File: config.mk
export PLATFORM = sky130hd
export DESIGN_NAME = overwriting_ring_deque_unit
export DESIGN_NICKNAME = d
export VERILOG_FILES = /design/src/design/ord_pkg.sv /design/src/design/ord_ctrl.sv /design/src/design/ord_dp.sv /design/src/design/overwriting_ring_deque_unit.sv
export SDC_FILE = /design/constraint.sdc
export NUM_CORES = 1
export LEC_CHECK = 0
export BUFFER_PORTS_ARGS = -buffer_cell sky130_fd_sc_hd__buf_2
export CORE_MARGIN = 3
export CORE_UTILIZATION = 40
export DETAILED_ROUTE_END_ITERATION = 12
export PLACE_DENSITY_LB_ADDON = 0.25
export RECOVER_POWER = 100
export REMOVE_ABC_BUFFERS = 1
export SYNTH_ARGS = -nofsm -noshare
export SYNTH_HDL_FRONTEND = slang
export SYNTH_HIERARCHICAL = 1
export SYNTH_SLANG_ARGS = --single-unit
File: constraint.sdc
create_clock -name clk -period 5.08 [get_ports clk]
set_clock_uncertainty 0.05 [all_clocks]
set_input_delay 1.016 -clock clk [delete_from_list [all_inputs] [get_ports clk]]
set_output_delay 1.016 -clock clk [all_outputs]
set_load 0.02 [all_outputs]
File: src/design/ord_pkg.sv
// Shared types and constants for the overwriting ring deque.
// No dependencies; imported by the controller, datapath and top level.
package ord_pkg;

  // Width of the capacity register and its value after reset
  localparam int unsigned CAP_W     = 5;
  localparam logic [CAP_W-1:0] CAP_RESET = 5'd16;

  // Word width of the buffer
  localparam int unsigned WORD_W = 32;

  // Operation codes carried on in_func
  typedef enum logic [1:0] {
    FUNC_PUSH_BACK = 2'd0,
    FUNC_POP_FRONT = 2'd1,
    FUNC_POP_BACK  = 2'd2,
    FUNC_NOP       = 2'd3
  } func_t;

  // Commands from the controller to the datapath
  typedef struct packed {
    logic load;   // capture the incoming item
    logic exec;   // update pointers and access slot memory
  } ord_cmd_t;

endpackage

File: src/design/ord_ctrl.sv
// Controller state machine for the overwriting ring deque.
// Depends on ord_pkg for the command struct.
module ord_ctrl (
  input  logic            clk,
  input  logic            rst_n,
  input  logic            start,
  output logic            busy,
  output logic            out_valid,
  output ord_pkg::ord_cmd_t cmd
);
  import ord_pkg::*;

  typedef enum logic [1:0] {
    ST_IDLE,
    ST_EXEC,
    ST_RESP
  } state_t;

  state_t state_r;
  logic   busy_r;
  logic   out_valid_r;

  // Sequence one item: accept, execute, present the result
  always_ff @(posedge clk) begin
    if (!rst_n) begin
      state_r     <= ST_IDLE;
      busy_r      <= 1'b0;
      out_valid_r <= 1'b0;
    end else begin
      case (state_r)
        ST_IDLE: begin
          if (start) begin
            state_r <= ST_EXEC;
            busy_r  <= 1'b1;
          end
        end
        ST_EXEC: begin
          state_r     <= ST_RESP;
          out_valid_r <= 1'b1;
        end
        ST_RESP: begin
          state_r     <= ST_IDLE;
          out_valid_r <= 1'b0;
          busy_r      <= 1'b0;
        end
        default: begin
          state_r     <= ST_IDLE;
          busy_r      <= 1'b0;
          out_valid_r <= 1'b0;
        end
      endcase
    end
  end

  // Drive datapath commands
  always_comb begin
    cmd.load = start & ~busy_r;
    cmd.exec = (state_r == ST_EXEC);
  end

  assign busy      = busy_r;
  assign out_valid = out_valid_r;

endmodule

File: src/design/ord_dp.sv
// Datapath of the overwriting ring deque: capacity register, pointers,
// full flag and slot memory. Depends on ord_pkg for types and constants.
module ord_dp #(
  parameter int unsigned DEPTH = 16
) (
  input  logic                             clk,
  input  logic                             rst_n,
  input  ord_pkg::ord_cmd_t                cmd,
  input  logic                             cfg_we,
  input  logic [ord_pkg::CAP_W-1:0]        cfg_wdata,
  input  logic [1:0]                       in_func,
  input  logic signed [ord_pkg::WORD_W-1:0] in_value,
  output logic signed [ord_pkg::WORD_W-1:0] out_data,
  output logic                             out_status,
  output logic                             out_is_empty,
  output logic                             out_is_full
);
  import ord_pkg::*;

  localparam int unsigned IW = (DEPTH > 1) ? $clog2(DEPTH) : 1;
  localparam int unsigned SW = ($clog2(DEPTH + 1) > CAP_W) ? $clog2(DEPTH + 1) : CAP_W;

  // Advance an index, wrapping at the live size
  function automatic logic [IW-1:0] next_idx(input logic [IW-1:0] i,
                                             input logic [SW-1:0] sz);
    logic [SW-1:0] n;
    n = SW'(i) + SW'(1);
    return (n >= sz) ? '0 : IW'(n);
  endfunction

  logic [CAP_W-1:0]        cap_r;
  logic [IW-1:0]           head_r, tail_r;
  logic                    full_r;
  func_t                   func_r;
  logic signed [WORD_W-1:0] value_r;
  logic                    status_r, empty_r, flag_full_r, rd_sel_r;
  logic signed [WORD_W-1:0] rd_data_r;
  logic signed [WORD_W-1:0] mem [DEPTH];

  logic [SW-1:0] cap_ext, size;
  logic [IW-1:0] hd, tl, head_nxt, tail_nxt;
  logic          fl, full_nxt, status_nxt, empty_nxt;
  logic          mem_we, rd_en;
  logic [IW-1:0] waddr, raddr;

  // Clamp capacity into 1..DEPTH
  always_comb begin
    cap_ext = SW'(cap_r);
    if (cap_ext == '0) begin
      size = SW'(1);
    end else if (cap_ext > SW'(DEPTH)) begin
      size = SW'(DEPTH);
    end else begin
      size = cap_ext;
    end
  end

  // Compute the operation's pointer update and memory access
  always_comb begin
    if (SW'(head_r) >= size || SW'(tail_r) >= size) begin
      hd = '0;
      tl = '0;
      fl = 1'b0;
    end else begin
      hd = head_r;
      tl = tail_r;
      fl = full_r;
    end
    head_nxt   = hd;
    tail_nxt   = tl;
    full_nxt   = fl;
    status_nxt = 1'b0;
    mem_we     = 1'b0;
    rd_en      = 1'b0;
    waddr      = tl;
    raddr      = hd;
    case (func_r)
      FUNC_PUSH_BACK: begin
        mem_we = 1'b1;
        if (fl) begin
          waddr    = hd;
          head_nxt = next_idx(hd, size);
          tail_nxt = next_idx(tl, size);
        end else begin
          waddr    = tl;
          tail_nxt = next_idx(tl, size);
        end
        if (head_nxt == tail_nxt) begin
          full_nxt = 1'b1;
        end
      end
      FUNC_POP_FRONT, FUNC_POP_BACK: begin
        if (hd == tl && !fl) begin
          status_nxt = 1'b1;
        end else begin
          rd_en = 1'b1;
          if (func_r == FUNC_POP_FRONT) begin
            raddr    = hd;
            head_nxt = next_idx(hd, size);
          end else begin
            tail_nxt = (tl == '0) ? IW'(size - SW'(1)) : tl - IW'(1);
            raddr    = tail_nxt;
          end
          if (head_nxt == tail_nxt) begin
            head_nxt = '0;
            tail_nxt = '0;
          end
          full_nxt = 1'b0;
        end
      end
      default: begin
      end
    endcase
    empty_nxt = (head_nxt == tail_nxt) && !full_nxt;
  end

  // Hold capacity, pointers and full flag; a capacity write empties the buffer
  always_ff @(posedge clk) begin
    if (!rst_n) begin
      cap_r  <= CAP_RESET;
      head_r <= '0;
      tail_r <= '0;
      full_r <= 1'b0;
    end else if (cfg_we) begin
      cap_r  <= cfg_wdata;
      head_r <= '0;
      tail_r <= '0;
      full_r <= 1'b0;
    end else if (cmd.exec) begin
      head_r <= head_nxt;
      tail_r <= tail_nxt;
      full_r <= full_nxt;
    end
  end

  // Capture the item and the result fields
  always_ff @(posedge clk) begin
    if (cmd.load) begin
      func_r  <= func_t'(in_func);
      value_r <= in_value;
    end
    if (cmd.exec) begin
      status_r    <= status_nxt;
      empty_r     <= empty_nxt;
      flag_full_r <= full_nxt;
      rd_sel_r    <= rd_en;
    end
  end

  // Slot memory: one write or one registered read per item
  always_ff @(posedge clk) begin
    if (cmd.exec && mem_we) begin
      mem[waddr] <= value_r;
    end
    if (cmd.exec && rd_en) begin
      rd_data_r <= mem[raddr];
    end
  end

  assign out_data     = rd_sel_r ? rd_data_r : '0;
  assign out_status   = status_r;
  assign out_is_empty = empty_r;
  assign out_is_full  = flag_full_r;

endmodule

File: src/design/overwriting_ring_deque_unit.sv
// Top level of the overwriting ring deque: controller plus datapath.
// Depends on ord_pkg, ord_ctrl and ord_dp.
//
//  channel  handshake          payload
//  -------  -----------------  ---------------------------------------------
//  input    start && !busy     in_func, in_value
//  result   out_valid (1 cyc)  out_data, out_status, out_is_empty, out_is_full
//  config   cfg_we             cfg_wdata (capacity)
//
// Each item passes through accept, the pointer update and slot memory access
// in ST_EXEC, then the result on the ports in ST_RESP. The slot memory has
// a registered read port.
// busy stays high from accept until the result cycle ends.
// Reset is synchronous, active low: capacity 16, buffer empty.
// The receiver cannot stall; each result is shown for one cycle only.
module overwriting_ring_deque_unit #(
  parameter int unsigned DEPTH = 16
) (
  input  logic                             clk,
  input  logic                             rst_n,
  input  logic                             start,
  output logic                             busy,
  input  logic [1:0]                       in_func,
  input  logic signed [ord_pkg::WORD_W-1:0] in_value,
  output logic                             out_valid,
  output logic signed [ord_pkg::WORD_W-1:0] out_data,
  output logic                             out_status,
  output logic                             out_is_empty,
  output logic                             out_is_full,
  input  logic                             cfg_we,
  input  logic [ord_pkg::CAP_W-1:0]        cfg_wdata
);
  import ord_pkg::*;

  ord_cmd_t cmd;

  ord_ctrl u_ctrl (
    .clk       (clk),
    .rst_n     (rst_n),
    .start     (start),
    .busy      (busy),
    .out_valid (out_valid),
    .cmd       (cmd)
  );

  ord_dp #(
    .DEPTH (DEPTH)
  ) u_dp (
    .clk          (clk),
    .rst_n        (rst_n),
    .cmd          (cmd),
    .cfg_we       (cfg_we),
    .cfg_wdata    (cfg_wdata),
    .in_func      (in_func),
    .in_value     (in_value),
    .out_data     (out_data),
    .out_status   (out_status),
    .out_is_empty (out_is_empty),
    .out_is_full  (out_is_full)
  );

`ifndef SYNTHESIS
  // An accepted item keeps the block busy in the next cycle
  a_accept_busy: assert property (@(posedge clk) disable iff (!rst_n)
    (start && !busy) |=> busy)
    else $error("busy not raised after accept");

  // A result appears only while an item is in flight
  a_result_busy: assert property (@(posedge clk) disable iff (!rst_n)
    out_valid |-> busy)
    else $error("result strobe outside an item");

  // The buffer is never reported both empty and full
  a_flags_excl: assert property (@(posedge clk) disable iff (!rst_n)
    out_valid |-> !(out_is_empty && out_is_full))
    else $error("empty and full reported together");

  // An empty pop returns zero and leaves the buffer empty
  a_empty_pop: assert property (@(posedge clk) disable iff (!rst_n)
    (out_valid && out_status) |-> (out_is_empty && out_data == '0))
    else $error("empty pop result inconsistent");
`endif

endmodule

==> results_dict.tcl <==
set metrics [dict create \
    status "finished with violations" \
    violations "capacitance limit, slew limit" \
    cp_data_arrival_time_ns 5.33 \
    path_max_fanout 5 \
    layout_min_cycle_time_ns 4.96 \
    clk_latency_ns 0.64 \
    design.core.area_mm2 0.0619 \
    p_leak_uw 0.00997 \
    syn_area_per_cell_um2 13.4 \
    drc 0 \
    startpoint "u_dp/cap_ext[1]" \
    clkPwrFrac 0.389 \
    grt_setup_unrepaired "yes" \
    ir_worst_vdd_uv 249 \
    grt_pass1_wl_mm 95.1 \
    synth-seq-cells 600 \
    reg2reg_depth 24 \
    synth_compound_area_frac 0.120 \
    design.die.area_mm2 0.0659 \
    drt_first_pass_iters 5 \
    grt.total_usage 0.188 \
    gp_congestion 0.884 \
    worstPathRequired_ns 5.45 \
    yosys.area.top_type_share 0.695 \
    ys_seq_area_frac 0.710 \
    yosys.area_share.adder 0.0124 \
    diodes 0 \
    setup_violations 0 \
    place_hpwl_mm 35.8 \
    startpoint_type "flop" \
    pwr_density_cell_mw_per_mm2 372 \
    synth_top_family_by_area "simple AND/OR/NAND/NOR gates" \
    clockBufferDepth 3 \
    yosys-top-cells-area "edfxtp_1 (70%), nand2_1 (5.8%), a211oi_1 (4.1%), and2_1 (2.8%), a31oi_1 (1.7%)" \
    ios 80 \
    switching_share 0.235 \
    maxCapViolCount 1 \
    slew_violations 22 \
    finalNetCount 2081 \
    rows 91 \
    drive_above_1_share 0.159 \
    r2r_setup_slack_ns 0.12 \
    wl_per_cell_um 21.8 \
    seqPwrFrac 0.508 \
    fmax_mhz 202 \
    grt_max_degree 61 \
    relSlewSlack -1.13 \
    synth_top_cells_by_count "edfxtp_1 (582), nand2_1 (391), a211oi_1 (136)" \
    tightest_slew_ns 3.18 \
    period_share 0.977 \
    yosys.area_share.simple 0.122 \
    hold_class "flop to flop" \
    yosys_warnings 6 \
    synth.largest_area_cell "edfxtp_1" \
    first_iter_violations 1067 \
    min_from "u_ctrl/busy" \
    switching_power_uw 2590 \
    grt_pass1_vias 15600 \
    die_h_um 257 \
    cts_tree "built" \
    netlist_instances 1873 \
    ctsHoldBuffers 0 \
    synth-edff-count 582 \
    critPathKind "flop to flop" \
    synth_xor_area_frac 0.00592 \
    start_util 0.406 \
    portBuffers 79 \
    r2r_start "u_dp/cap_ext[1]" \
    muxShareOfSynthArea 0.00543 \
    min_to "u_ctrl/busy" \
    syn_to_final_growth_pct 17.5 \
    antenna_found_initial 1 \
    clk_pin_slew_worst_paths_ns 0.06 \
    final.setup.tns_ns 0 \
    wirelength_mm 63.0 \
    htreeDepth 2 \
    cts_sinks 600 \
    ant_nets 0 \
    post-synth-top-count-cell "edfxtp_1" \
    via_count 15900 \
    routed_via_density 5.49 \
    synthArstFlopShare 0 \
    root_buffer "clkbuf_16" \
    hold_depth 2 \
    die_w_um 257 \
    share_comb_of_total_power 0.103 \
    reg2reg_to "u_dp/out_is_empty" \
    cts_buffers 60 \
    grt_overflow 0 \
    p_int_uw 8390 \
    netlist_area_mm2 0.0251 \
    final_hold_viol_count 0 \
    synth_ff_type "edfxtp_1" \
    critPathCaptureType "flop" \
    fin_util 0.477 \
    synth_cell_types 66 \
]
cells in the final DEF (no fill, tap or decap), types with 15 or more instances in the layout:
| master | instances |
|---|---|
| a31oi_1 | 68 |
| dfxtp_1 | 17 |
| buf_4 | 93 |
| buf_2 | 59 |
| nor2_4 | 16 |
| nor2_1 | 33 |
| a311oi_1 | 34 |
| nand3_1 | 47 |
| and2_0 | 27 |
| edfxtp_1 | 582 |
| nand2_1 | 390 |
| clkbuf_1 | 38 |
| clkinv_1 | 15 |
| a311o_1 | 33 |
| a21oi_1 | 22 |
| o211ai_1 | 40 |
| ha_1 | 21 |
| and2_1 | 108 |
| inv_1 | 15 |
| clkbuf_16 | 61 |
| a211oi_1 | 136 |
| buf_12 | 30 |
cell type report:
cell class	count	area, um2
Fill cell	5438	32400
Timing Repair Buffer	206	1700
Clock inverter	29	294
Tap cell	837	1050
Clock buffer	77	1590
Inverter	17	63.8
Sequential cell	600	17800
Multi-Input combinational cell	1128	7020
what timing repair did:
item,in CTS,in global routing
pin swaps,1,9
resized for setup,6,33
hold endpoints to repair,0,0
buffers inserted,0,2
endpoints found under the setup margin,3,17
logic make-up after synthesis:
kind of cell / count (synthesis)
AOI/OAI and AO/OA: 402
xor gates and xnor gates: 17
adders and majority gates: 25
buffers and inverters: 145
DFF: 600
muxes: 13
and+or+nand+nor: 671
worst max-delay path, cell delays in order, from the launching register on:
cell	delay [ns]
dfxtp_1	0.32
nor3_2	0.17
o21a_1	0.18
ha_1	0.24
nand2b_4	0.14
a211oi_4	0.23
o22ai_2	0.15
o21a_4	0.24
nor2_2	0.11
ha_2	0.22
xnor2_1	0.09
ha_1	0.35
a21o_1	0.21
a31oi_4	0.18
o21a_1	0.19
nand3_1	0.11
a21oi_2	0.22
nor3_4	0.06
a2111oi_4	0.27
buf_4	0.19
nand4bb_4	0.18
buf_6	0.16
mux2i_1	0.10
a31o_2	0.26
nor4_2	0.12
stage by stage:
step	area [um2]	setup WS [ns]	power [uW]	instances	hold slack (ns)
after global placement	27500	-0.00964	6770	2786	0.403
after CTS	29400	0.0117	11100	2892	0.439
final	29500	0.119	11000	2894	0.427
after global routing	29500	-0.202	11400	2894	0.454
after floorplan	24600	-9.05	6440	1745	0.393
after detailed placement	27500	-0.124	6790	2786	0.422
routing by layer:
layer,vias up,global-route usage,routed length (um)
li1,7375,-,-
met1,7988,0.260,27900
met2,420,0.309,30200
met3,98,0.0316,3410
met4,2,0.0513,1460
met5,-,0,11
how the worst max path moves through the flow:
stage,slack [ns],to,cells past startpoint
2_1_floorplan,-9.05,u_dp/rd_data_r[0],17
3_3_place_gp,-0.01,u_dp/out_is_empty,24
3_5_place_dp,-0.12,u_dp/out_is_empty,25
4_1_cts,0.01,u_dp/out_is_empty,25
5_1_grt,-0.20,u_dp/out_is_empty,25
6_report,0.12,u_dp/out_is_empty,24
power groups by stage:
stage	sequential, uW	combinational (uW)	clock (uW)
after floorplan	5660	783	0
after global placement	5680	1100	0
after detailed placement	5680	1110	0
after CTS	5580	1120	4380
after global routing	5580	1240	4590
final	5580	1130	4270
state kept, by name (all words and copies together) (netlist names), 2 cells and up:
register and flops:
u_dp/head_r 4, u_dp/rd_data_r 32, u_dp/cap_ext 5, u_dp/tail_r 4
u_dp/mem 512, u_dp/func_r 2, u_ctrl/state_r 2, u_dp/value_r 32
(Power assumes the default switching activity.)
